File: config.mk
export PLATFORM = sky130hd
export DESIGN_NAME = gcdp_ram
export DESIGN_NICKNAME = d
export VERILOG_FILES = /design/src/rtl/gcdp_ram.sv
export SDC_FILE = /design/constraint.sdc
export NUM_CORES = 2
export LEC_CHECK = 0
export ABC_CLOCK_PERIOD_IN_PS = 2420
export BUFFER_PORTS_ARGS = -buffer_cell sky130_fd_sc_hd__clkbuf_2
export CAP_MARGIN = 20
export CORE_ASPECT_RATIO = 1.4
export CORE_MARGIN = 2
export CORE_UTILIZATION = 40
export CTS_BUF_LIST = sky130_fd_sc_hd__clkbuf_16
export CTS_CLUSTER_SIZE = 12
export DETAILED_ROUTE_END_ITERATION = 8
export GPL_ROUTABILITY_DRIVEN = 0
export PLACE_DENSITY = 0.61
export SYNTH_ARGS = -nofsm -noshare
export SYNTH_HDL_FRONTEND = slang
export SYNTH_SLANG_ARGS = --single-unit
File: constraint.sdc
create_clock -name clock -period 2.42 [get_ports clock]
set_input_delay 0 -clock clock [delete_from_list [all_inputs] [get_ports clock]]
set_output_delay 0 -clock clock [all_outputs]
set_load 0.02 [all_outputs]
File: src/rtl/gcdp_ram.sv
// generic single-port-write, single-port-read ram with registered read
module gcdp_ram #(
   parameter int WIDTH = 8,
   parameter int DEPTH = 256
) (
   input  logic                     clock,
   input  logic                     we,
   input  logic [$clog2(DEPTH)-1:0] waddr,
   input  logic [WIDTH-1:0]         wdata,
   input  logic [$clog2(DEPTH)-1:0] raddr,
   output logic [WIDTH-1:0]         rdata
);
   logic [WIDTH-1:0] mem_ff [DEPTH];
   logic [WIDTH-1:0] rdata_ff;

   always_ff @(posedge clock) begin
      if (we) begin
         mem_ff[waddr] <= wdata;
      end
      rdata_ff <= mem_ff[raddr];
   end

   assign rdata = rdata_ff;
endmodule

* Word-level counts from Yosys, hierarchy flattened
Memories as Yosys holds them, arrays and structs flattened. A register that Yosys moved wholly into a read port is not among the register bits.
Index checks and enable logic that the tools add are counted.
** Operators by class
- Mux-type cells :: 2
** Operators with widths (number)
- $mux 1 :: 2
** Word-level totals
- Bits in registers :: 0
- Memory bits (writable) :: 2048
- Bits of input ports :: 26
- Output and inout bits :: 8
- Word-level logic and storage cells :: 3
- Memories :: 1
** Memories
- mem_ff :: depth 256, bits a word 8, read ports 1, clocked after memory_dff 1, write ports 1, line 13 : logic [WIDTH-1:0] mem_ff [DEPTH];

* Longest topological paths before layout
- Depth after elaboration :: 2
- Depth in mapped cells :: 11
- Depth with buffers taken out :: 6

* Worst setup path before layout
OpenSTA, ideal clock, no wires.
- Path type :: input to register
- From :: input raddr[0]
- To :: register rdata_ff[2] (netlist: rdata[2]) (read register of mem_ff)
- Setup time :: 131 ps
- Arrival time :: 1807 ps
- Required time :: 2289 ps
- Slack :: 482 ps
- Cell stages on the path :: 9
- Path buffers :: 4
- Cell sequence :: buf_6 > buf_12 > buf_8 > buf_2 > mux4_2 > a22oi_1 > a21oi_1 > nor4_1 > nor4_2
** RTL lines
- start: declaration :: line 10 : input logic [$clog2(DEPTH)-1:0] raddr,
- end: declaration :: line 14 : logic [WIDTH-1:0] rdata_ff;

==> out/qor.yml <==
seqCellArea_um2: 61700
ys_types: 55
first_pass_iters: 5
worstSetupPathType: "reg -> reg"
hold_violations: 0
rsz0062_at_grt: "no"
wirelength_mm: 207
period_needed_ns: 2.36
crit_arrival_ns: 3.07
layout_common_cells: "2,048 x edfxtp_1, 568 x buf_4, 454 x mux4_2"
drive_above_1_share: 0.307
clockBufferDepth: 4
required_ns: 3.13
placementRows: 193
synthFlopType: "edfxtp_1"
wl_per_cell_um: 29.2
syn-cell-area_um2: 79600
vias: 40317
clock.fmax_mhz: 424
ys_warn_count: 0
clockRootBuffer: "clkbuf_16"
worst_pin_slew_ns: 1.07
syn_inst: 3733
status: "finished clean"
clock_skew_ns: 0.0299
finalNetCount: 4418
path_clk_slew_ns: 0.06
fin_util: 0.471
min_path_type: "in -> reg"
die_y_um: 532
drt_iter0_drc: 4277
setup_violations: 0
syn_avg_cell_area_um2: 21.3
postCtsSetupBuffers: 0
startpoint_type: "flop"
holdPathStages: 2
p_total_mw: 70.4
power_density_nw_per_um2: 757
nFillCells: 16352
vdd_drop_max_uv: 560
final_common_cell: "edfxtp_1"
grt_start_max_net_pins: 112
post-route-period-util: 0.974
grt_pass1_wl_mm: 297
multi_input_area_um2: 16600
dpl.hpwl_mm: 138
dieArea_um2: 203000
drc_errors: 0
maxCapViolations: 0
grt_pass1_vias: 41408
cts_tree: "built"
slew_violations: 0
ys_ff_latch: 2056
r2r_cells: 7
h-tree-depth: 4
numCtsBuffers: 200
ys_seq_area_frac: 0.775
grt_usage: 0.202
worst_slew_margin_rel: 0.289
critPathMaxFanout: 1
detail-route-antenna-nets: 0
finish.instance_area_um2: 93000
power_leakage_nw: 29.9
clk_latency_ns: 0.82
endpoint_kind: "flop"
grt_overflow: 0
synth_edf_count: 2048
start_util: 0.403
synthArstFlopShare: 0
io_buffers: 33
antenna_found_initial: 11
dpl_cell_area_um2: 87400
num_io_pins: 34
vias_per_cell: 5.69
area_delta_synth_final_pct: 16.9
die_w_um: 381
cts_sinks: 2056
final.setup.tns_ns: 0
coreArea_um2: 198000
synth_fp_nets: 3759
[through the flow]
step,hold WS [ns],cells,setup WS (ns)
final,0.176,7084,0.0624
after global routing,0.168,7084,0.00211
after CTS,0.141,7083,0.0346
after detailed placement,0.395,6803,-0.641
after global placement,0.391,6803,-0.632
after floorplan,0.0989,3733,0.482
[layer usage]
layer,global-route usage,wire [um],up-vias
met5,0,72,-
met4,0.0699,7430,12
met3,0.0296,13400,357
met2,0.360,109000,1485
met1,0.250,77100,21575
li1,-,-,16888
[cell type report]
cell class | instances | share of cell area
antenna | 1 | 0.0000269
clock buffer | 200 | 0.0538
clock inverter | 61 | 0.00327
inverter | 2 | 0.0000807
multi-input combinational | 1442 | 0.179
sequential | 2056 | 0.663
tap | 2632 | 0.0354
timing repair buffer | 690 | 0.0661
[flip-flops by register name, indices dropped and copies added (netlist names)]
| register | flops |
|---|---|
| mem_ff | 2048 |
| rdata | 8 |
[cells in the mapped netlist (3+ instances only)]
| cell type | number | share of area |
|---|---|---|
| a21oi_1 | 96 | 0.0060 |
| a22oi_1 | 133 | 0.013 |
| nand3_1 | 34 | 0.0021 |
| buf_2 | 31 | 0.0020 |
| o21ai_0 | 10 | 0.00063 |
| nand4_1 | 10 | 0.00079 |
| buf_1 | 22 | 0.0010 |
| buf_6 | 21 | 0.0030 |
| nor2_1 | 282 | 0.013 |
| buf_8 | 13 | 0.0025 |
| clkbuf_1 | 111 | 0.0052 |
| nand2b_1 | 8 | 0.00063 |
| nor4_2 | 3 | 0.00047 |
| buf_12 | 8 | 0.0020 |
| nor2b_1 | 31 | 0.0024 |
| a22o_1 | 8 | 0.00088 |
| nor3_1 | 22 | 0.0014 |
| or2_2 | 4 | 0.00031 |
| buf_4 | 27 | 0.0025 |
| o221ai_1 | 46 | 0.0051 |
| o22a_1 | 5 | 0.00055 |
| nor4_1 | 24 | 0.0019 |
| nand2_1 | 33 | 0.0016 |
| dfxtp_1 | 8 | 0.0020 |
| o32ai_1 | 4 | 0.00044 |
| a221oi_1 | 13 | 0.0014 |
| o211ai_1 | 10 | 0.00094 |
| edfxtp_1 | 2048 | 0.77 |
| o22ai_1 | 28 | 0.0022 |
| a211oi_1 | 16 | 0.0015 |
| mux2i_1 | 134 | 0.017 |
| mux4_2 | 454 | 0.13 |
| and2_1 | 6 | 0.00047 |
[final timing paths]
| check | startpoint | endpoint | slack, ns |
|---|---|---|---|
| setup / recovery | mem_ff[77][0] | rdata[0] | 0.06 |
| hold / removal | wdata[7] | mem_ff[243][7] | 0.18 |
| setup reg to reg | mem_ff[77][0] | rdata[0] | 0.06 |
| hold reg to reg | mem_ff[58][5] | rdata[5] | 1.13 |
[where the power goes]
group | switching [mW] | internal (mW)
Clock | 12.2 | 14.7
Sequential | 0.0585 | 39.3
Combinational | 2.52 | 1.64
Total | 14.8 | 55.6
[kinds of logic (layout without fill, tap and decap cells)]
logic type	Yosys count	in the layout	synth area share
simple gates	466	466	0.0263
mux	591	591	0.146
other cells	0	1	0
flops	2056	2056	0.775
buf+inv	235	953	0.0183
compound gates	385	385	0.0342
[critical path: stages, from the launching register on]
cell	delay, ns
edfxtp_1	0.36
mux4_2	0.46
nor2b_1	0.17
a211oi_1	0.37
nor2_1	0.21
nor4_1	0.39
buf_4	0.22
nor4_2	0.05
[repair_timing]
action,CTS,global route
hold buffers,19,0
hold endpoints to repair,1924,0
endpoints found under the setup margin,7,3
gates resized for setup,11,5
Power figures use the tool's default switching activity.
